**config.mk**
```make
export PLATFORM = sky130hd
export DESIGN_NAME = psdc_mac
export DESIGN_NICKNAME = d
export VERILOG_FILES = /design/src/rtl/core/psdc_pkg.sv /design/src/rtl/core/psdc_mac.sv
export SDC_FILE = /design/constraint.sdc
export NUM_CORES = 2
export LEC_CHECK = 0
export BUFFER_PORTS_ARGS = -buffer_cell sky130_fd_sc_hd__buf_4
export CORE_AREA = 2 2 289 291
export CTS_CLUSTER_DIAMETER = 120
export DETAILED_ROUTE_END_ITERATION = 7
export DIE_AREA = 0 0 291 293
export GPL_ROUTABILITY_DRIVEN = 1
export SLEW_MARGIN = 40
export SYNTH_ARGS = -nofsm -noshare
export SYNTH_HDL_FRONTEND = slang
export SYNTH_SLANG_ARGS = --single-unit
```
**constraint.sdc**
```tcl
create_clock -name clk -period 22 [get_ports clk]
set_input_delay 4.4 -clock clk [delete_from_list [all_inputs] [get_ports clk]]
set_output_delay 4.4 -clock clk [all_outputs]
set_load 0.01 [all_outputs]
```
**src/rtl/core/psdc_pkg.sv**
```systemverilog
// ----------------------------------------------------------------------------
// psdc_pkg
// Shared types, widths and the pulse-shape coefficient ROM of the deconvolver.
// ----------------------------------------------------------------------------
package psdc_pkg;

  localparam int WAVE_LENGTH  = 64;
  localparam int IDX_W        = $clog2(WAVE_LENGTH);
  localparam int SHAPE_OFFSET = 8;

  localparam int SAMPLE_W = 12;
  localparam int PED_W    = 16;
  localparam int DATA_W   = 32;
  localparam int COEF_W   = 16;
  localparam int OUT_IDX_W = 6;
  localparam int ADDR_W   = 3;

  localparam int DIFF_W   = 22;
  localparam int PROD_W   = COEF_W + 1 + DATA_W;
  localparam int ACC_W    = 47 + IDX_W;
  localparam int CLAMP_W  = 47;
  localparam int ESC_W    = 19;
  localparam int SCALED_W = CLAMP_W + ESC_W;
  localparam int ROUND_SH = 31;
  localparam int YW_W     = SCALED_W - ROUND_SH;

  localparam logic signed [ESC_W-1:0]   E_Q16     = ESC_W'(178145);
  localparam logic signed [ACC_W-1:0]   ACC_LIMIT = ACC_W'(64'sd1 <<< 45);
  localparam logic [63:0]               EXP_STEP_Q31 = 64'd1895147668;

  // register word index (paddr[2])
  localparam logic REG_PEDESTAL = 1'b0;

  typedef enum logic [2:0] {
    ST_IDLE,
    ST_RUN,
    ST_DRAIN,
    ST_SCALE,
    ST_WRITE
  } psdc_state_t;

  typedef struct packed {
    logic load;
    logic tap_valid;
  } mac_ctrl_t;

  typedef logic [COEF_W-1:0] shape_rom_t [WAVE_LENGTH];

  // h(d+8) in q1.15 from a running exp(-k/8) in q31
  function automatic shape_rom_t build_shape_rom();
    shape_rom_t rom;
    logic [63:0] ex;
    logic [63:0] term;
    rom = '{default: '0};
    ex  = 64'h8000_0000;
    for (int k = 0; k < SHAPE_OFFSET + WAVE_LENGTH; k++) begin
      if (k >= SHAPE_OFFSET) begin
        term = 64'(k) * ex + 64'h4_0000;
        rom[k - SHAPE_OFFSET] = term[34:19];
      end
      ex = (ex * EXP_STEP_Q31 + 64'h4000_0000) >> 31;
    end
    return rom;
  endfunction

  localparam shape_rom_t SHAPE_ROM = build_shape_rom();

endpackage

```
**src/rtl/core/psdc_mac.sv**
```systemverilog
// ----------------------------------------------------------------------------
// psdc_mac
// Shared multiply-subtract unit: one coefficient times one earlier result
// per cycle, registered product, wide accumulator.
// ----------------------------------------------------------------------------
module psdc_mac import psdc_pkg::*; (
  input  logic                     clk,
  input  logic                     rst,
  input  mac_ctrl_t                ctrl,
  input  logic signed [ACC_W-1:0]  init_value,
  input  logic [COEF_W-1:0]        coef,
  input  logic signed [DATA_W-1:0] head,
  output logic signed [ACC_W-1:0]  acc
);

  logic                     prod_valid;
  logic signed [PROD_W-1:0] prod;
  logic signed [PROD_W-1:0] prod_next;
  logic signed [ACC_W-1:0]  acc_reg;

  assign prod_next = $signed({1'b0, coef}) * head;

  always_ff @(posedge clk) begin
    if (rst) begin
      prod_valid <= 1'b0;
    end else if (ctrl.load) begin
      prod_valid <= 1'b0;
    end else begin
      prod_valid <= ctrl.tap_valid;
    end
  end

  always_ff @(posedge clk) begin
    prod <= prod_next;
    if (ctrl.load) begin
      acc_reg <= init_value;
    end else if (prod_valid) begin
      acc_reg <= acc_reg - ACC_W'(prod);
    end
  end

  assign acc = acc_reg;

endmodule

```
==> metrics.cfg <==
[detailed_routing]
wl_per_cell_um=16.5
firstDrtPassIters=5
drt-total-wl_um=64700
drtIter0Drc=815
ant_nets=0
via_per_inst=4.60
vias=18000
remaining_drc_errors=0

[worst_setup_path]
cp_cell_sequence=buf_4 -> nand2_1 -> fa_1 -> inv_1 -> fa_1 -> inv_1 -> fa_1 -> inv_1 -> fa_1 -> fa_1 -> inv_1 -> fa_1 -> inv_1 -> ha_1 -> a21o_1 -> a21oi_1 -> o21bai_1 -> or3_1 -> o21ai_1 -> o31ai_1 -> a31oi_1 -> o21bai_1 -> and3_1 -> a311o_1
cp-end-kind=flop
start_kind=input port
critPathSlowestCell=fa_1
cp_slowest_stage_delay_ns=0.55
cp_max_fo=32
crit_top_cell=fa_1
path_class=input port to flop
crit_required_ns=22.26
worstPathArrival_ns=11.05

[clock_tree]
hold_buffers=0
path_clk_slew_ns=0.08
cts_tree=yes
cts_setup_buffers=0
cts_sinks=103
cts-buffers-inserted=9
cts_resized=0
htreeDepth=3
clk_latency_ns=0.37
cts_root_buf=clkbuf_16
cts_buffer_depth=2

[cells_and_area]
fin_util=0.327
nFillCells=8595
drive_gt1_frac=0.0668
area_growth_pct=9.91
antennaDiodeCount=0
multi_input_area_sq_um=18900
nets=3604
largest_reg_flops=53
register_area_sq_um=2590

[timing]
tightest_slew_ns=0.786
skew_ns=0.0142
slew-limit-headroom=0.476
setup_tns_ns=0
fin_crit_sh=0.490
layout_min_cycle_time_ns=10.79
rsz0062_at_grt=no
hold_viol_final=0
fmax_mhz=92.7
maxSlewViolCount=0
setup_viol=0

[placed_design]
gp_congestion=0.855
dp_hpwl_um=53700
io_buffers=157

[yosys]
synth-edff-count=53
ys_seq_elements=103
syn-cell-area_sq_um=24400
synth_top_family_by_area=adder cells
syn_inst=2775
async_flop_share=0
synth_area_per_cell_sq_um=8.78
syn_nets=3539
ys_types=66
synth_compound_area_frac=0.0944
muxShareOfSynthArea=0
synthTopCellsByArea=fa_1 40%, inv_1 10%, ha_1 8.7%, edfxtp_1 6.5%, nand2_1 6.2%
synth_area_leader_cell=fa_1
synth_seq_area_share=0.106
synthTopCellsByCount=667 x inv_1, 490 x fa_1, 400 x nand2_1, 237 x and2_1, 169 x ha_1
yosys.area_share.simple=0.155
synth_xor_xnor_area_share=0.0356
yosys_warnings=0
synth-main-ff-cell=edfxtp_1
synth-adder-area-share=0.489
netlist.area_leader.share=0.402
synth_most_common_cell=inv_1

[die]
row_count=105
start_util=0.298
die_w_um=291
ios=158
core_area_sq_um=81800
die_h_um=293
dieArea_sq_um=85300

[run_status]
run_status=completed

[grt]
grt_pass1_vias=19400
grt_pass1_wl_um=106000
grt_usage=0.155
grt_overflow=0
grt_max_degree=84
antenna_found_initial=5

[hold_path]
min_path_type=flop to flop

[flow_run]
cap_viol_max_count=0

## critical path: cells and delay by family
kind                     cells  cell delay [ns]
AO/OA/AOI/OAI                8             2.04
AND/OR/NAND/NOR              3             0.69
adder cells (fa/ha/maj)      7             3.33
buffers and inverters        6             0.57
## cell type report
cell class / count / share of cell area
tap: 1070 / 0.0500
timing repair buffer: 160 / 0.0450
sequential: 103 / 0.0968
inverter: 667 / 0.0935
clock inverter: 6 / 0.00192
multi-input combinational: 1899 / 0.704
clock buffer: 10 / 0.00855
## cell families after synthesis
family,Yosys count
adders and majority gates,659
AOI/OAI and AO/OA,361
and+or+nand+nor,780
DFF,103
xor gates and xnor gates,99
buffers and inverters,773
## final timing paths
check / slack [ns] / from / end / cells past startpoint
max: 11.21 / coef[8] / prod[48] / 24
max reg2reg: 18.03 / acc[0] / acc[48] / 13
min reg2reg: 0.67 / prod[0] / acc[0] / 2
min: 0.67 / prod[0] / acc[0] / 2
## metal layers
| metal | vias up | part of all wire | GRT usage |
|---|---|---|---|
| met4 | 10 | 0.023 | 0.0422 |
| met3 | 83 | 0.050 | 0.0233 |
| met1 | 8994 | 0.47 | 0.211 |
| met5 | - | 0.0011 | 0 |
| li1 | 8525 | - | - |
| met2 | 409 | 0.46 | 0.259 |
## layout by cell type (no fill, tap or decap), types with 14 or more instances in the layout
| cell type | n |
|---|---|
| xnor2_1 | 64 |
| a21o_1 | 42 |
| and2_1 | 237 |
| buf_4 | 159 |
| nand2b_1 | 16 |
| nand2_1 | 400 |
| dfxtp_1 | 50 |
| nor2_1 | 38 |
| ha_1 | 169 |
| o21bai_1 | 17 |
| inv_1 | 667 |
| o21a_1 | 14 |
| nor3_1 | 15 |
| a21oi_1 | 96 |
| xor2_1 | 35 |
| nor2b_1 | 16 |
| edfxtp_1 | 53 |
| o21ai_0 | 113 |
| a31oi_1 | 18 |
| fa_1 | 490 |
## stage by stage
stage | hold WS [ns] | cell area [sq um] | worst slack, ns | cells
after global placement | 0.653 | 26500 | 10.86 | 3899
after floorplan | 0.633 | 24400 | 11.68 | 2775
after global routing | 0.711 | 26800 | 10.94 | 3915
after CTS | 0.674 | 26800 | 11.21 | 3915
after detailed placement | 0.660 | 26500 | 10.83 | 3899
final | 0.666 | 26800 | 11.21 | 3915
Power is left out: the tool's default activity adds up to more than one toggle a clock period on the data nets, which glitch-free logic cannot reach.
