### src/rtl/core/psdc_pkg.sv
// ----------------------------------------------------------------------------
// psdc_pkg
// Shared types, widths and the pulse-shape coefficient ROM of the deconvolver.
// ----------------------------------------------------------------------------
package psdc_pkg;

  localparam int WAVE_LENGTH  = 64;
  localparam int IDX_W        = $clog2(WAVE_LENGTH);
  localparam int SHAPE_OFFSET = 8;

  localparam int SAMPLE_W = 12;
  localparam int PED_W    = 16;
  localparam int DATA_W   = 32;
  localparam int COEF_W   = 16;
  localparam int OUT_IDX_W = 6;
  localparam int ADDR_W   = 3;

  localparam int DIFF_W   = 22;
  localparam int PROD_W   = COEF_W + 1 + DATA_W;
  localparam int ACC_W    = 47 + IDX_W;
  localparam int CLAMP_W  = 47;
  localparam int ESC_W    = 19;
  localparam int SCALED_W = CLAMP_W + ESC_W;
  localparam int ROUND_SH = 31;
  localparam int YW_W     = SCALED_W - ROUND_SH;

  localparam logic signed [ESC_W-1:0]   E_Q16     = ESC_W'(178145);
  localparam logic signed [ACC_W-1:0]   ACC_LIMIT = ACC_W'(64'sd1 <<< 45);
  localparam logic [63:0]               EXP_STEP_Q31 = 64'd1895147668;

  // register word index (paddr[2])
  localparam logic REG_PEDESTAL = 1'b0;

  typedef enum logic [2:0] {
    ST_IDLE,
    ST_RUN,
    ST_DRAIN,
    ST_SCALE,
    ST_WRITE
  } psdc_state_t;

  typedef struct packed {
    logic load;
    logic tap_valid;
  } mac_ctrl_t;

  typedef logic [COEF_W-1:0] shape_rom_t [WAVE_LENGTH];

  // h(d+8) in q1.15 from a running exp(-k/8) in q31
  function automatic shape_rom_t build_shape_rom();
    shape_rom_t rom;
    logic [63:0] ex;
    logic [63:0] term;
    rom = '{default: '0};
    ex  = 64'h8000_0000;
    for (int k = 0; k < SHAPE_OFFSET + WAVE_LENGTH; k++) begin
      if (k >= SHAPE_OFFSET) begin
        term = 64'(k) * ex + 64'h4_0000;
        rom[k - SHAPE_OFFSET] = term[34:19];
      end
      ex = (ex * EXP_STEP_Q31 + 64'h4000_0000) >> 31;
    end
    return rom;
  endfunction

  localparam shape_rom_t SHAPE_ROM = build_shape_rom();

endpackage

### src/rtl/core/psdc_cell.sv
// ----------------------------------------------------------------------------
// psdc_cell
// One slot of the result ring: holds one earlier result and passes it on.
// ----------------------------------------------------------------------------
module psdc_cell import psdc_pkg::*; (
  input  logic                     clk,
  input  logic                     shift_en,
  input  logic                     load_en,
  input  logic signed [DATA_W-1:0] load_data,
  input  logic signed [DATA_W-1:0] data_in,
  output logic signed [DATA_W-1:0] data_out
);

  logic signed [DATA_W-1:0] value;

  always_ff @(posedge clk) begin
    if (load_en) begin
      value <= load_data;
    end else if (shift_en) begin
      value <= data_in;
    end
  end

  assign data_out = value;

endmodule

### config.mk
export PLATFORM = sky130hd
export DESIGN_NAME = psdc_cell
export DESIGN_NICKNAME = d
export VERILOG_FILES = /design/src/rtl/core/psdc_pkg.sv /design/src/rtl/core/psdc_cell.sv
export SDC_FILE = /design/constraint.sdc
export NUM_CORES = 1
export LEC_CHECK = 0
export ABC_AREA = 1
export BUFFER_PORTS_ARGS = -buffer_cell sky130_fd_sc_hd__buf_2
export CORE_UTILIZATION = 40
export CTS_BUF_LIST = sky130_fd_sc_hd__clkbuf_8 sky130_fd_sc_hd__clkbuf_16
export CTS_CLUSTER_DIAMETER = 80
export CTS_CLUSTER_SIZE = 30
export DETAILED_ROUTE_END_ITERATION = 6
export GPL_TIMING_DRIVEN = 0
export PLACE_DENSITY = 0.78
export RECOVER_POWER = 100
export SETUP_SLACK_MARGIN = 0.05
export SYNTH_ARGS = -nofsm -noshare
export SYNTH_HDL_FRONTEND = slang
export SYNTH_SLANG_ARGS = --single-unit
### constraint.sdc
create_clock -name clk -period 2.4 [get_ports clk]
set_clock_uncertainty 0.15 [all_clocks]
set_input_delay 0.24 -clock clk [delete_from_list [all_inputs] [get_ports clk]]
set_output_delay 0.24 -clock clk [all_outputs]
set_load 0.02 [all_outputs]
==> results of run 1 <==
cell type report:
| class | count | area, µm² |
|---|---|---|
| buffer | 7 | 37.5 |
| clock buffer | 5 | 68.8 |
| clock inverter | 3 | 11.3 |
| fill | 322 | 1380 |
| inverter | 1 | 5.00 |
| multi-input combinational | 97 | 367 |
| sequential | 32 | 961 |
| tap | 46 | 57.6 |
| timing repair buffer | 97 | 445 |
power groups by stage:
stage	clock [mW]	combinational, mW	sequential, mW
finish	0.367	0.245	0.701
global route	0.402	0.276	0.709
floorplan	0	0.0664	0.797
detailed placement	0	0.271	0.711
CTS	0.381	0.272	0.700
global placement	0	0.268	0.709
stage by stage:
stage               setup WS [ns]  total power [mW]
floorplan                    1.05             0.863
global placement            0.928             0.977
detailed placement          0.908             0.983
CTS                          1.18              1.35
global route                0.921              1.39
finish                      0.986              1.31
cell usage in the layout, fill, tap and decap left out:
master	count
clkbuf_8	5
clkinvlp_2	1
edfxtp_1	32
buf_2	65
nand2_1	96
clkinv_1	1
clkbuf_1	36
buf_4	3
inv_1	2
or2_2	1
logic make-up (layout without fill, tap and decap cells):
| kind of cell | after synthesis | count (layout) |
|---|---|---|
| AND/OR/NAND/NOR | 97 | 97 |
| flip-flops | 32 | 32 |
| buffers and inverters | 8 | 113 |
synth_stat cells, drive strengths merged:
cell | instances | share of area
nand2 | 96 | 0.26
buf | 7 | 0.048
edfxtp | 32 | 0.69
or2 | 1 | 0.0045
inv | 1 | 0.0045
layer usage:
metal | up-vias | part of all wire
met1 | 505 | 0.40
met2 | 62 | 0.48
li1 | 644 | -
met3 | 2 | 0.11
met5 | - | 0
met4 | 0 | 0.0083
final timing paths:
path / cells past startpoint / endpoint / from
worst max-delay path: 2 / data_out[17]$_DFFE_PP_ / load_en
worst min-delay path: 3 / data_out[29]$_DFFE_PP_ / data_in[29]
==> summary.md, run 1 <==
| Metric | Value |
|---|---|
| Busiest metal layer after global routing | met2 |
| Placed Instances | 280 |
| Cts repair resizes | 0 |
| Slew headroom | 0.521 |
| Int Pwr | 963 µW |
| Initial Util | 0.420 |
| Clock Path Buffers | 2 |
| Setup TNS | 0 ns |
| Delay of the slowest critical-path stage | 0.66 ns |
| Switching Fraction | 0.267 |
| # setup viols final | 0 |
| Starting DRT DRC Count | 24 |
| Compound-Gate Fraction of Synth Area | 0 |
| DP Wirelength | 2.23 mm |
| Largest register FFs | 32 |
| Largest net degree at the start of global routing | 33 |
| CP bufs+invs | 1 |
| Clk sink count | 32 |
| Worst endpoint data arrival time | around 1.2 ns |
| Worst Hold Slack | 0.0773 ns |
| HP Class | in2reg |
| Cell Area, Synth | around 1400 µm² |
| Sw Pwr | 351 µW |
| GRT overflow | 0 |
| CTS tree | yes |
| Critical-path cell with the highest stage delay | or2_2 |
| Synth Area in XOR/XNOR | 0 |
| Final wirelength | 3.00 mm |
| Yosys cell types | 6 |
| H-Tree Depth | 2 |
| Largest family of logic cells by synthesized area | simple AND/OR/NAND/NOR gates |
| Antenna-violating nets left | 0 |
| Clock network fraction of total power | 0.280 |
| Core ar. | between 3000 and 4000 µm² |
| TritonCTS buffer count | 5 |
| CP Launch Type | input pin |
| Total track usage | 0.173 |
| Met3 Track Usage GR | 0.101 |
| Max Clk Rate | 707 MHz |
| Tmin final | approximately 1.4 ns |
| Crit path max fanout | 32 |
| RSZ-0062 raised after global routing | no |
| Post-CTS Setup Inserts | 0 |
| Drt pass-1 iters | 4 |
| Global-route wire length before repair | 4.50 mm |
| Die Ht | slightly above 60 µm |
| Number of diodes | 0 |
| Post-route cell area | a little under 2000 µm² |
| Share of layout cells above drive strength 1 | 0.310 |
| Syn_nets | between 200 and 250 |
| Mux cell area share after synthesis | 0 |
| Clock root cell | clkbuf_8 |
| Gpl congestion | 0.700 |
| Syn. warnings | 0 |
| Fin crit share | 0.589 |
| Hold buffer count at cts | 0 |
| Clk pin slew, worst setup/hold paths | ~0.07 ns |
| Maximum vdd drop | 0.372 mV |
| Number of global-route vias before repair | 1,104 |
| Seq/Total Area, Yosys | 0.686 |
| Mapped Cells | roughly 140 |
| Die X | 61.2 µm |
| Drt drc | 0 |
| Met1 Resource Use GR | 0.164 |
| Max-Cap Viols | 0 |
| Max Transition Viols Final | 0 |
| Area after DPL | between 1500 and 2000 µm² |
| I/O pins | slightly below 100 |
| Leak | 0.974 nW |
| Post-layout util | 0.585 |
| Crit Path Class | in2reg |
| Simple-gate share of the synthesized area | 0.262 |
| Row count | 21 |
| Worst-path cell chain | clkbuf_1 -> or2_2 |
| DR vias/cell | between 4 and 5 |
| Outcome | complete, no violations |
| Via count | approximately 1,200 |
| Die Area | between 3000 and 4000 µm² |
| Critical path data required time | ~2.2 ns |
| Element type at the critical path end | flip-flop |
| DR WL/cell | about 10 µm |
| Non-Filler Instances | around 290 |
| I/O Buffers | 97 |
| Post-Synth Adder-Cell Area | 0 |
| Logic pwr share | 0.187 |
| Met2 usage | 0.303 |
| Sequential share of power | 0.534 |
| Mean Syn Cell Area | roughly 10 µm² |
| CP top delay family | simple AND/OR/NAND/NOR gates |
| Net count, final | roughly 310 |
| Worst-margin pin slew | around 0.72 ns |
| Initial antenna violation count | 0 |
| Area Growth Syn to Fin | 39.4% |
| Synth Register Bits | 32 |
| Endpoints failing hold | 0 |
| Power Density | 673 nW/µm² |
Note: power is estimated with default switching activity, not from simulation.
==> run 2, diff against run 1 <==
Clock period 2.4 ns to 1.4 ns, I/O delays scaled along.
==> run 2 against run 1 <==
  * Global-route usage grew 8.6 points
  * Flip-flop and latch count is the same
  * Clock power grew 75%
  * Cell count grew 20%
  * Core utilization grew 18 points
  * Critical path depth is the same
  * Sequential share of layout area shrank 12 points
  * Final area grew 31%
  * Die area is the same
  * Worst hold slack lost 0.077 ns
  * Clock-buffer cell count is the same
  * Non-clock buffer count grew 58
  * Largest power group unchanged
==> summary.md, run 2 (synthesis results as in run 1) <==
| Metric | Value |
|---|---|
| CTS tree | yes |
| Number of diodes | 0 (unchanged) |
| Initial antenna violation count | 0 (unchanged) |
| Worst-path cell chain | clkbuf_2 -> or2_2 |
| Net count, final | 366 (+19%) |
| Outcome | complete, no violations |
| Via count | 1,536 (+27%) |
| Largest net degree at the start of global routing | 33 (unchanged) |
| DR vias/cell | 4.44 (+5.4%) |
| Total track usage | 0.259 (+0.0859) |
| Clock Path Buffers | 2 (unchanged) |
| Leak | 1.23 nW (+26%) |
| Setup TNS | 0 ns (unchanged) |
| Critical-path cell with the highest stage delay | or2_2 |
| Worst Hold Slack | 0.0000534 ns (-0.0773 ns) |
| Element type at the critical path end | flip-flop |
| Drt pass-1 iters | 4 (unchanged) |
| Number of fill cells | 232 (-28%) |
| Power Density | 950 nW/µm² (+41%) |
| Clock root cell | clkbuf_8 |
| DR WL/cell | 13.5 µm (+29%) |
| Post-layout util | 0.765 (+0.179) |
| Max Transition Viols Final | 0 (unchanged) |
| # setup viols final | 0 (unchanged) |
| Max Clk Rate | 818 MHz |
| Critical path data required time | 1.15 ns (-1.00 ns) |
| CP bufs+invs | 1 (unchanged) |
| Most common cell after layout, fill and taps aside | nand2_1 |
| Max-Cap Viols | 0 (unchanged) |
| Drt drc | 0 (unchanged) |
| Crit Path Class | in2reg |
| TritonCTS buffer count | 5 (unchanged) |
| Starting DRT DRC Count | 76 (+220%) |
| GRT overflow | 0 (unchanged) |
| Clk sink count | 32 (unchanged) |
| Die Ht | 61.2 µm (unchanged) |
| CP Launch Type | input pin |
| I/O pins | 99 (unchanged) |
| I/O Buffers | 97 (unchanged) |
| DP Wirelength | 2.23 mm (unchanged) |
| Die X | 61.2 µm (unchanged) |
| Hold buffer count at cts | 57 (+57) |
| Worst endpoint data arrival time | 0.97 ns (-0.19 ns) |
| Final wirelength | 4.66 mm (+55%) |
| Fin crit share | 0.874 |
| Largest register FFs | 32 (unchanged) |
| Slew headroom | 0.493 (-0.0279) |
| Antenna-violating nets left | 0 (unchanged) |
| Share of layout cells above drive strength 1 | 0.250 (-0.0599) |
| H-Tree Depth | 2 (unchanged) |
| CP top delay family | simple AND/OR/NAND/NOR gates |
| RSZ-0062 raised after global routing | no |
| Post-CTS Setup Inserts | 0 (unchanged) |
| Die Area | 3740 µm² (unchanged) |
| Cts repair resizes | 0 (unchanged) |
| Worst-margin pin slew | 0.760 ns (+0.0418 ns) |
| Gpl congestion | 0.700 (unchanged) |
| Clk pin slew, worst setup/hold paths | 0.06 ns (about the same) |
| Final Power | 2.42 mW (+84%) |
| Global-route wire length before repair | 6.58 mm (+46%) |
| Crit path max fanout | 32 (unchanged) |
| Core ar. | 3340 µm² (unchanged) |
| Delay of the slowest critical-path stage | 0.64 ns (-0.02 ns) |
| Row count | 21 (unchanged) |
| HP Class | in2reg |
| Maximum vdd drop | 0.677 mV (+82%) |
| Tmin final | about 1.2 ns |
| Area Growth Syn to Fin | 82.1% |
| Endpoints failing hold | 0 (unchanged) |
| Most frequent cells in the layout | nand2_1 (96), buf_2 (62), dlygate4sd3_1 (58) |
| Initial Util | 0.420 (unchanged) |
| Number of global-route vias before repair | 1,518 (+38%) |
[run 2: report_power, final]
part	total, mW	leakage (nW)	internal (mW)	switching (mW)
sequential	1.21	0.330	1.18	0.0276
clock	0.643	0.0482	0.331	0.312
combinational	0.574	0.849	0.254	0.321
[run 2: final cells by class]
type / instances / area, µm² / share of cell area
Buffer: 7 / 57.6 / 0.0226
Clock buffer: 5 / 68.8 / 0.0270
Clock inverter: 3 / 11.3 / 0.00441
Inverter: 1 / 6.26 / 0.00245
Multi-Input combinational cell: 97 / 367 / 0.144
Sequential cell: 32 / 961 / 0.377
Tap cell: 46 / 57.6 / 0.0226
Timing Repair Buffer: 155 / 1020 / 0.401
[run 2: per-layer routing]
metal / wire (µm) / GRT usage
met4: 182 / 0.166
met2: 2380 / 0.455
met1: 1740 / 0.249
met5: 0 / 0
met3: 354 / 0.107
[run 2: path summary, 6_finish.rpt]
kind        start                endpoint  cells after the start
max       load_en  data_out[17]$_DFFE_PP_                      2
min   data_in[14]  data_out[14]$_DFFE_PP_                      3
[run 2: stage by stage]
stage          instance area (µm²)  setup slack (ns)  cells
5_1_grt                       2550             0.120    346
3_3_place_gp                  1940            0.0276    280
4_1_cts                       2590             0.281    345
3_5_place_dp                  1940           0.00777    280
6_report                      2550             0.177    346
2_1_floorplan                 1400             0.150    137
