--- src/rtl/core/psdc_pkg.sv ---
// ----------------------------------------------------------------------------
// psdc_pkg
// Shared types, widths and the pulse-shape coefficient ROM of the deconvolver.
// ----------------------------------------------------------------------------
package psdc_pkg;

  localparam int WAVE_LENGTH  = 64;
  localparam int IDX_W        = $clog2(WAVE_LENGTH);
  localparam int SHAPE_OFFSET = 8;

  localparam int SAMPLE_W = 12;
  localparam int PED_W    = 16;
  localparam int DATA_W   = 32;
  localparam int COEF_W   = 16;
  localparam int OUT_IDX_W = 6;
  localparam int ADDR_W   = 3;

  localparam int DIFF_W   = 22;
  localparam int PROD_W   = COEF_W + 1 + DATA_W;
  localparam int ACC_W    = 47 + IDX_W;
  localparam int CLAMP_W  = 47;
  localparam int ESC_W    = 19;
  localparam int SCALED_W = CLAMP_W + ESC_W;
  localparam int ROUND_SH = 31;
  localparam int YW_W     = SCALED_W - ROUND_SH;

  localparam logic signed [ESC_W-1:0]   E_Q16     = ESC_W'(178145);
  localparam logic signed [ACC_W-1:0]   ACC_LIMIT = ACC_W'(64'sd1 <<< 45);
  localparam logic [63:0]               EXP_STEP_Q31 = 64'd1895147668;

  // register word index (paddr[2])
  localparam logic REG_PEDESTAL = 1'b0;

  typedef enum logic [2:0] {
    ST_IDLE,
    ST_RUN,
    ST_DRAIN,
    ST_SCALE,
    ST_WRITE
  } psdc_state_t;

  typedef struct packed {
    logic load;
    logic tap_valid;
  } mac_ctrl_t;

  typedef logic [COEF_W-1:0] shape_rom_t [WAVE_LENGTH];

  // h(d+8) in q1.15 from a running exp(-k/8) in q31
  function automatic shape_rom_t build_shape_rom();
    shape_rom_t rom;
    logic [63:0] ex;
    logic [63:0] term;
    rom = '{default: '0};
    ex  = 64'h8000_0000;
    for (int k = 0; k < SHAPE_OFFSET + WAVE_LENGTH; k++) begin
      if (k >= SHAPE_OFFSET) begin
        term = 64'(k) * ex + 64'h4_0000;
        rom[k - SHAPE_OFFSET] = term[34:19];
      end
      ex = (ex * EXP_STEP_Q31 + 64'h4000_0000) >> 31;
    end
    return rom;
  endfunction

  localparam shape_rom_t SHAPE_ROM = build_shape_rom();

endpackage

--- src/rtl/core/psdc_scale.sv ---
// ----------------------------------------------------------------------------
// psdc_scale
// Clamp, multiply by e in q16, round half up to q24.8 and saturate.
// ----------------------------------------------------------------------------
module psdc_scale import psdc_pkg::*; (
  input  logic                     clk,
  input  logic                     load,
  input  logic signed [ACC_W-1:0]  acc,
  output logic signed [DATA_W-1:0] y,
  output logic                     sat
);

  logic signed [ACC_W-1:0]    acc_clip;
  logic signed [CLAMP_W-1:0]  clamped;
  logic signed [SCALED_W-1:0] scaled;
  logic signed [SCALED_W-1:0] rounded;
  logic signed [YW_W-1:0]     y_wide;

  localparam logic signed [YW_W-1:0] Y_MAX = YW_W'(64'sd2147483647);
  localparam logic signed [YW_W-1:0] Y_MIN = -(YW_W'(64'sd2147483648));

  always_comb begin
    if (acc > ACC_LIMIT) begin
      acc_clip = ACC_LIMIT;
    end else if (acc < -ACC_LIMIT) begin
      acc_clip = -ACC_LIMIT;
    end else begin
      acc_clip = acc;
    end
  end

  assign clamped = acc_clip[CLAMP_W-1:0];

  always_ff @(posedge clk) begin
    if (load) begin
      scaled <= clamped * E_Q16;
    end
  end

  assign rounded = scaled + (SCALED_W'(1) <<< (ROUND_SH - 1));
  assign y_wide  = rounded[SCALED_W-1:ROUND_SH];

  always_comb begin
    if (y_wide > Y_MAX) begin
      y   = Y_MAX[DATA_W-1:0];
      sat = 1'b1;
    end else if (y_wide < Y_MIN) begin
      y   = Y_MIN[DATA_W-1:0];
      sat = 1'b1;
    end else begin
      y   = y_wide[DATA_W-1:0];
      sat = 1'b0;
    end
  end

endmodule

--- config.mk ---
export PLATFORM = sky130hd
export DESIGN_NAME = psdc_scale
export DESIGN_NICKNAME = d
export VERILOG_FILES = /design/src/rtl/core/psdc_pkg.sv /design/src/rtl/core/psdc_scale.sv
export SDC_FILE = /design/constraint.sdc
export NUM_CORES = 1
export LEC_CHECK = 0
export ABC_AREA = 1
export BUFFER_PORTS_ARGS = -buffer_cell sky130_fd_sc_hd__buf_2
export CORE_UTILIZATION = 30
export DETAILED_ROUTE_END_ITERATION = 7
export GPL_ROUTABILITY_DRIVEN = 0
export HOLD_SLACK_MARGIN = 0.03
export PLACE_DENSITY = 0.45
export SLEW_MARGIN = 20
export SYNTH_ARGS = -nofsm -noshare
export SYNTH_HDL_FRONTEND = slang
export SYNTH_SLANG_ARGS = --single-unit
--- constraint.sdc ---
create_clock -name clk -period 8.3 [get_ports clk]
set_input_delay 0.83 -clock clk [delete_from_list [all_inputs] [get_ports clk]]
set_output_delay 0.83 -clock clk [all_outputs]
set_load 0.02 [all_outputs]
==> summary.md, run 1 <==
| Metric | Value |
|---|---|
| Cells after Synth | `2,449` |
| Post-DRT Antenna Nets | `0` |
| Synth area leader | `fa_1` |
| Starting Density | `30.42%` |
| WS Path Type | `in2reg` |
| Final routed DRC violation total | `28` |
| RSZ-0062 raised after global routing | `false` |
| Worst min path class | `in2reg` |
| Post-CTS setup buffer count | `0` |
| Fin worst setup slack | `0.3779 ns` |
| Synth top area cells | `fa_1, ha_1, inv_1, nand2_1, edfxtp_1` |
| Deepest clock path buffer count | `2` |
| TritonRoute pass-1 iters | `7` |
| # hold bufs at CTS | `0` |
| TritonCTS clock tree | `done` |
| Remaining Overflow, GRT | `0` |
| Synth Net Count | `3,164` |
| Core Region | `65,980 sq um` |
| EDFF count, synth | `36` |
| Largest register FFs | `36` |
| FF+latch count, synth | `36` |
| Library cells used by synthesis | `47` |
| Vias | `15,870` |
| Critical path's largest stage delay | `0.59 ns` |
| PostCTS Resize Cnt | `0` |
| Dpl ws | `-0.1211 ns` |
| Outcome | `finished with violations` |
| Final Hold Viols | `0` |
| Final nets | `3,327` |
| CP Max Fanout | `13` |
| CTS Buf Count | `5` |
| Fmax | `126.2 MHz` |
| Clk sinks | `36` |
| Share of layout cells above drive strength 1 | `9.529%` |
| Mapped Area | `20,070 sq um` |
| Setup tns final | `0 ns` |
| Pwr Density | `295.0 nW/um^2` |
| Sw frac | `60.50%` |
| Worst Path Arrival | `7.94 ns` |
| Setup-failing EPs final | `0` |
| Count leader, synth | `inv_1` |
| Detailed Route WL | `62,610 um` |
| Failing checks | `design-rule violations` |
| Most instantiated cells after synthesis | `inv_1, fa_1, nand2_1` |
| Largest Register | `scaled` |
| Worst slew pin tran | `0.9223 ns` |
| Final Cycle Share | `95.45%` |
| Part of the Yosys area used for sequential elements | `5.386%` |
| Via/cell ratio | `4.564` |
| Regs by FF count | `scaled: 36 flops` |
| GRT Total Usage | `19.19%` |
| Worst path most repeated cell | `nand2_1` |
| Slew Viols, Final | `0` |
| Yosys warnings | `0` |
| Worst VDD drop | `180.7 uV` |
| Die ar. | `67,950 sq um` |
| PortBufs | `87` |
| Cell Int Power | `2.603 mW` |
| Initial antenna violation count | `1` |
| Max cap viols | `0` |
| Largest net degree at the start of global routing | `37` |
| Clock share of power | `2.7%` |
| Combinational power share | `89.0%` |
| Die Y | `260.7 um` |
| Slew headroom | `38.37%` |
| Root buffer cell | `clkbuf_16` |
| WP data required | `8.32 ns` |
| Async S/R FF share, synth | `0%` |
| CP max stage cell | `fa_1` |
| Row cnt | `94` |
| WHS | `1.199 ns` |
| Mean Syn Cell Area | `8.196 sq um` |
| Clock transition at path regs | `0.05 ns` |
| CP Capture Type | `flip-flop` |
| HPWL after detailed placement | `58,960 um` |
| Post-synth top area share | `38.10%` |
| DR WL/cell | `18.00 um` |
| H-tree levels | `2` |
| Initial drt markers | `900` |
| Tmin final | `7.922 ns` |
| NetSw | `3.988 mW` |
| Ys flop type | `edfxtp_1` |
| # IOs | `88` |
| Startpoint Class | `input pin` |
| Seq pwr share | `8.3%` |
| Width of the die | `260.7 um` |
| First-pass GRT wire length | `100,100 um` |
| Area growth from synthesis to layout | `11.31%` |
| LEAKAGE | `11.75 nW` |
| Number of global-route vias before repair | `17,550` |
-- through the flow --
step	total power, mW	instances	utilization, %	instance area, sq um
floorplan	4.494	2449	-	20070
CTS	6.665	3477	33.81	22310
detailed placement	6.453	3469	33.59	22160
global route	7.423	3477	33.86	22340
finish	6.591	3478	33.86	22340
global placement	6.466	3469	33.59	22160
-- layer usage --
| layer | global-route usage, % | wire [um] | vias to the layer above |
|---|---|---|---|
| met5 | 0 | 0 | - |
| met4 | 2.112 | 626 | 0 |
| met1 | 26.89 | 30100 | 7838 |
| met3 | 0.6799 | 1847 | 33 |
| met2 | 33.69 | 30030 | 286 |
| li1 | - | - | 7716 |
-- area by class of cell --
class | instances | area, sq um
Clock inverter | 3 | 18.77
Fill cell | 7012 | 43640
Sequential cell | 36 | 1081
Multi-Input combinational cell | 1672 | 16200
Clock buffer | 5 | 125.1
Timing Repair Buffer | 174 | 1117
Tap cell | 864 | 1081
Antenna cell | 1 | 2.502
Inverter | 723 | 2718
-- kinds of logic (layout without fill, tap and decap cells) --
family          count (synthesis)  in the layout  share of synthesized area [%]
compound gates                245            245                          7.162
xor+xnor                       72             72                          3.179
fa+ha+maj                     660            660                          55.43
buf+inv                       741            905                          14.04
flops                          36             36                          5.386
other cells                     0              1                              0
simple gates                  695            695                          14.80
-- cell usage in the layout, fill, tap and decap left out, types with 6 or more instances in the layout --
master	synthesis	layout
xor2_1	62	62
a21oi_1	107	106
fa_1	382	382
nor4_1	13	13
nor2_2	3	7
buf_2	3	87
nand4_1	14	14
edfxtp_1	36	36
o21bai_1	7	7
nor2_1	237	232
o21a_1	19	19
inv_1	719	718
xnor2_1	9	9
buf_4	3	84
o21ai_2	20	20
o21ai_0	66	65
nand3_1	55	55
nor3_1	50	49
or2_2	14	14
nor3_2	5	6
ha_1	278	278
nand2_1	290	290
-- path summary, 6_finish.rpt --
kind              cells past startpoint   start  slack [ns]                    to
setup / recovery                     29  acc[4]        0.38  scaled[60]$_DFFE_PP_
hold / removal                        1    load        1.20  scaled[65]$_DFFE_PP_
-- power by group through the flow --
stage                     logic (mW)  clock network (mW)  registers (mW)
after floorplan                 3.99                   0           0.507
after global placement          5.92                   0           0.549
after detailed placement        5.90                   0           0.552
after CTS                       5.93               0.183           0.549
after global routing            6.67               0.189           0.562
final                           5.86               0.179           0.547
-- worst max-delay path, delay by kind of cell --
kind	cells	cell delay (ns)
XOR/XNOR	1	0.15
buffers and inverters	5	0.83
adder cells (fa/ha/maj)	7	3.37
AND/OR/NAND/NOR	11	1.71
AO/OA/AOI/OAI	5	1.02
No activity file was read; power rests on OpenSTA's default activity.
==> run 2: changes to the inputs <==
--- a/config.mk
+++ b/config.mk
@@ -7,6 +7,7 @@
 export LEC_CHECK = 0
 export ABC_AREA = 1
 export BUFFER_PORTS_ARGS = -buffer_cell sky130_fd_sc_hd__buf_2
+export CORE_ASPECT_RATIO = 0.7
 export CORE_UTILIZATION = 30
 export DETAILED_ROUTE_END_ITERATION = 7
 export GPL_ROUTABILITY_DRIVEN = 0
==> run 2 against run 1 <==
  * The flow now finishes without violations
  * Via count up 1.0%
  * Setup slack better by 0.055 ns
  * Flip-flop and latch count unchanged
  * Clock power up 22%
  * Critical endpoint unchanged
  * Global-route usage up 0.66 points
  * Routed wire length up 3.5%
  * Largest power group unchanged
  * Cell count down 0.52%
  * Highest routed layer is now met5
  * Die area about the same
==> summary.md, run 2 (synthesized netlist as in run 1, its figures left out) <==
| Metric | Value |
|---|---|
| CP max stage cell | `fa_1` |
| Max cap viols | `0` |
| Layout Utilization | `33.79%` |
| Worst Path Arrival | `7.88 ns` |
| TritonCTS clock tree | `done` |
| Final Hold Viols | `0` |
| Initial antenna violation count | `1` |
| HPWL after detailed placement | `60,230 um` |
| LEAKAGE | `11.59 nW` |
| Pwr Density | `307.9 nW/um^2` |
| Fmax | `127.1 MHz` |
| Worst path most repeated cell | `nand2_1` |
| CP Max Fanout | `12` |
| PortBufs | `87` |
| Worst slew pin tran | `1.066 ns` |
| Register Area | `1081 sq um` |
| Area growth from synthesis to layout | `10.25%` |
| Largest Register | `scaled` |
| Starting Density | `30.65%` |
| Vias | `16,040` |
| Slew headroom | `28.29%` |
| CP Capture Type | `flip-flop` |
| RSZ-0062 raised after global routing | `false` |
| Die Y | `218.4 um` |
| GRT Total Usage | `19.84%` |
| Detailed Route WL | `64,810 um` |
| WS Path Type | `in2reg` |
| Core Region | `65,490 sq um` |
| Final nets | `3,292` |
| Clk sinks | `36` |
| Deepest clock path buffer count | `2` |
| Setup tns final | `0 ns` |
| TritonRoute pass-1 iters | `7` |
| Largest net degree at the start of global routing | `37` |
| Tmin final | `7.867 ns` |
| Startpoint Class | `input pin` |
| Root buffer cell | `clkbuf_16` |
| H-tree levels | `2` |
| Clock transition at path regs | `0.06 ns` |
| WHS | `1.187 ns` |
| Initial drt markers | `1,323` |
| Regs by FF count | `scaled: 36 flops` |
| First-pass GRT wire length | `102,900 um` |
| # hold bufs at CTS | `0` |
| Post-DRT Antenna Nets | `0` |
| Worst VDD drop | `204.8 uV` |
| Setup-failing EPs final | `0` |
| Total power | `6.815 mW` |
| CTS Buf Count | `5` |
| Number of global-route vias before repair | `17,120` |
| Final routed DRC violation total | `0` |
| Outcome | `completed` |
| Fin area | `22,130 sq um` |
| Slew Viols, Final | `0` |
| Final Cycle Share | `94.78%` |
| Remaining Overflow, GRT | `0` |
| Worst min path class | `in2reg` |
| Width of the die | `311.2 um` |
| Largest register FFs | `36` |
| Fillers | `6,980` |
| Row cnt | `78` |
| DP Area | `21,920 sq um` |
| WP data required | `8.31 ns` |
| Die ar. | `67,970 sq um` |
| # IOs | `88` |
| DR WL/cell | `18.73 um` |
| Most frequent cells in the layout | `inv_1, fa_1, nand2_1` |
| Share of layout cells above drive strength 1 | `8.262%` |
| Critical path's largest stage delay | `0.54 ns` |
| Leading cell type in the layout, fill and taps excluded | `inv_1` |
| Via/cell ratio | `4.635` |
| Multi-input logic area | `16,210 sq um` |
## run 2: cell count changes in the layout (fill, tap and decap cells not counted), moves of 2 or more
cell / before / now
nor2_1: 232 / 235
nor2_2: 7 / 5
clkinv_2: 2 / 0
buf_4: 84 / 50
## run 2: report_power, final
| part | leakage, nW | internal [mW] | switching [mW] |
|---|---|---|---|
| clock network | 0.0804 | 0.143 | 0.0750 |
| registers | 0.352 | 0.451 | 0.105 |
| logic | 11.2 | 1.96 | 4.08 |
| total | 11.6 | 2.55 | 4.26 |
## run 2: cell type report
| class | count | area share (%) |
|---|---|---|
| inverter | 723 | 12.26 |
| tap | 880 | 4.975 |
| antenna | 2 | 0.02262 |
| sequential | 36 | 4.885 |
| multi-input combinational | 1672 | 73.23 |
| clock inverter | 3 | 0.2092 |
| timing repair buffer | 139 | 3.845 |
| clock buffer | 5 | 0.5654 |
## run 2: per-stage QoR
step                      setup WS, ns  instances
final                           0.4333       3460
after detailed placement       0.08944       3450
after floorplan                 0.6268       2449
after global routing           0.01957       3458
after CTS                       0.3702       3458
after global placement        -0.04276       3450
## run 2: timing repair
item / 4_1_cts / 5_1_grt
setup buffers: 0 / 0
endpoints found under the setup margin: 0 / 10
resized for setup: 0 / 8
## run 2: critical path: cells and delay by family
kind	cells	cell delay, ns
xor gates and xnor gates	1	0.18
AOI/OAI and AO/OA	5	1.03
buffers and inverters	9	1.19
and+or+nand+nor	13	1.55
adders and majority gates	7	3.10
## run 2: worst paths after layout
| path | startpoint | to | cells after the start |
|---|---|---|---|
| worst min-delay path | load | scaled[34]$_DFFE_PP_ | 1 |
| worst max-delay path | acc[2] | scaled[60]$_DFFE_PP_ | 35 |
## run 2: per-layer routing
layer / global-route usage (%) / wire [um]
met1: 31.98 / 34790
met4: 1.708 / 493
met2: 26.34 / 23500
met3: 5.343 / 5969
met5: 0.7102 / 68
==> run 3: changes to the inputs <==
--- a/config.mk
+++ b/config.mk
@@ -7,12 +7,14 @@
 export LEC_CHECK = 0
 export ABC_AREA = 1
 export BUFFER_PORTS_ARGS = -buffer_cell sky130_fd_sc_hd__buf_2
-export CORE_ASPECT_RATIO = 0.7
+export CAP_MARGIN = 20
+export CORE_ASPECT_RATIO = 1.2
 export CORE_UTILIZATION = 30
 export DETAILED_ROUTE_END_ITERATION = 7
 export GPL_ROUTABILITY_DRIVEN = 0
 export HOLD_SLACK_MARGIN = 0.03
 export PLACE_DENSITY = 0.45
+export REMOVE_ABC_BUFFERS = 1
 export SLEW_MARGIN = 20
 export SYNTH_ARGS = -nofsm -noshare
 export SYNTH_HDL_FRONTEND = slang
==> run 3 against run 2 <==
  * Cell count rose by 1.1%
  * Final area up 0.98%
  * Global-route usage down 0.62 points
  * Utilization up 0.075 points
==> summary.md, run 3 (synthesized netlist as in run 1, its figures left out) <==
| Metric | Value |
|---|---|
| Detailed Route WL | `62,630 um` |
| WHS Endpoint | `scaled[30]$_DFFE_PP_` |
| Die Y | `285.4 um` |
| Share of layout cells above drive strength 1 | `9.021%` |
| Root buffer cell | `clkbuf_16` |
| WP data required | `8.31 ns` |
| LEAKAGE | `11.73 nW` |
| Row cnt | `103` |
| Clk sinks | `36` |
| Fin worst setup slack | `0.4501 ns` |
| Worst Path Arrival | `7.86 ns` |
| GRT Total Usage | `19.22%` |
| Slew Viols, Final | `0` |
| Slew headroom | `39.86%` |
| TritonRoute pass-1 iters | `5` |
| Area growth from synthesis to layout | `11.33%` |
| CTS Buf Count | `5` |
| PortBufs | `87` |
| Worst slew pin tran | `0.9000 ns` |
| Layout Utilization | `33.87%` |
| Width of the die | `238.1 um` |
| Startpoint Class | `input pin` |
| CP Max Fanout | `8` |
| Worst path most repeated cell | `nand2_1` |
| Setup-failing EPs final | `0` |
| # IOs | `88` |
| Leading cell type in the layout, fill and taps excluded | `inv_1` |
| Fillers | `7,154` |
| # hold bufs at CTS | `0` |
| Post-DRT Antenna Nets | `0` |
| Most frequent cells in the layout | `inv_1, fa_1, nand2_1` |
| Initial drt markers | `671` |
| HPWL after detailed placement | `58,640 um` |
| Starting Density | `30.42%` |
| Largest net degree at the start of global routing | `37` |
| RSZ-0062 raised after global routing | `false` |
| Worst Hold Path Cells | `1` |
| Die ar. | `67,950 sq um` |
| CP max stage cell | `fa_1` |
| Deepest clock path buffer count | `2` |
| Vias | `15,800` |
| DR WL/cell | `17.91 um` |
| Inserted Diodes | `0` |
| Final nets | `3,319` |
| H-tree levels | `2` |
| Final Hold Viols | `0` |
| Largest register FFs | `36` |
| Clock transition at path regs | `0.06 ns` |
| Number of global-route vias before repair | `17,690` |
| WHS | `1.209 ns` |
| Setup tns final | `0 ns` |
| Hold Startpoint | `load` |
| Critical path's largest stage delay | `0.54 ns` |
| Tmin final | `7.850 ns` |
| Remaining Overflow, GRT | `0` |
| Final routed DRC violation total | `0` |
| Dpl ws | `0.04458 ns` |
| Final Cycle Share | `94.58%` |
| Via/cell ratio | `4.517` |
| Fmax | `127.4 MHz` |
| Core Region | `65,980 sq um` |
| Largest Register | `scaled` |
| Outcome | `completed` |
| Pwr Density | `293.0 nW/um^2` |
| Worst min path class | `in2reg` |
| TritonCTS clock tree | `done` |
| CP Capture Type | `flip-flop` |
| First-pass GRT wire length | `100,500 um` |
| WS Path Type | `in2reg` |
| Worst VDD drop | `164.8 uV` |
| Initial antenna violation count | `1` |
| Max cap viols | `0` |
| Regs by FF count | `scaled: 36 flops` |
-- run 3: cell type report --
class,count,area [sq um],share of cell area (%)
Clock buffer,5,125.1,0.5599
Sequential cell,36,1081,4.837
Multi-Input combinational cell,1672,16180,72.39
Clock inverter,3,42.54,0.1904
Tap cell,892,1116,4.994
Timing Repair Buffer,166,1091,4.882
Inverter,723,2714,12.14
-- run 3: critical path: cells and delay by family --
kind	cells	cell delay, ns
AOI/OAI and AO/OA	6	1.21
adders and majority gates	7	3.15
buffers and inverters	8	0.86
xor gates and xnor gates	1	0.18
and+or+nand+nor	11	1.60
-- run 3: how the worst max path moves through the flow --
stage	depth (start not counted)	to	from	slack [ns]
2_1_floorplan	32	scaled[56]$_DFFE_PP_	acc[35]	0.44
3_3_place_gp	33	scaled[64]$_DFFE_PP_	acc[36]	0.04
3_5_place_dp	33	scaled[64]$_DFFE_PP_	acc[36]	0.04
4_1_cts	33	scaled[64]$_DFFE_PP_	acc[36]	0.31
5_1_grt	36	scaled[63]$_DFFE_PP_	acc[42]	0.002
6_report	33	scaled[64]$_DFFE_PP_	acc[42]	0.45
-- run 3: per-layer routing --
layer / track usage [%] / part of all wire (%) / vias to the layer above
li1: - / - / 7715
met1: 23.70 / 43 / 7762
met2: 36.52 / 53 / 252
met3: 0.7357 / 2.1 / 66
met4: 4.407 / 2.5 / 0
met5: 0 / 0 / -
-- run 3: repair_timing --
action                                  in CTS  in global routing
buffers inserted                             0                  0
gates resized for setup                      0                  2
endpoints found under the setup margin       0                  8
-- run 3: report_power, final --
group          leakage, nW  switching, mW  internal (mW)
clock network       0.0798         0.0710          0.141
registers            0.352         0.0909          0.450
logic                 11.3           3.79           2.00
-- run 3: metrics by stage --
stage / area, sq um / instances / power (mW)
floorplan: 19970 / 2431 / 4.468
global placement: 22180 / 3489 / 6.398
CTS: 22340 / 3497 / 6.639
finish: 22350 / 3497 / 6.547
global route: 22350 / 3497 / 7.366
detailed placement: 22180 / 3489 / 6.381
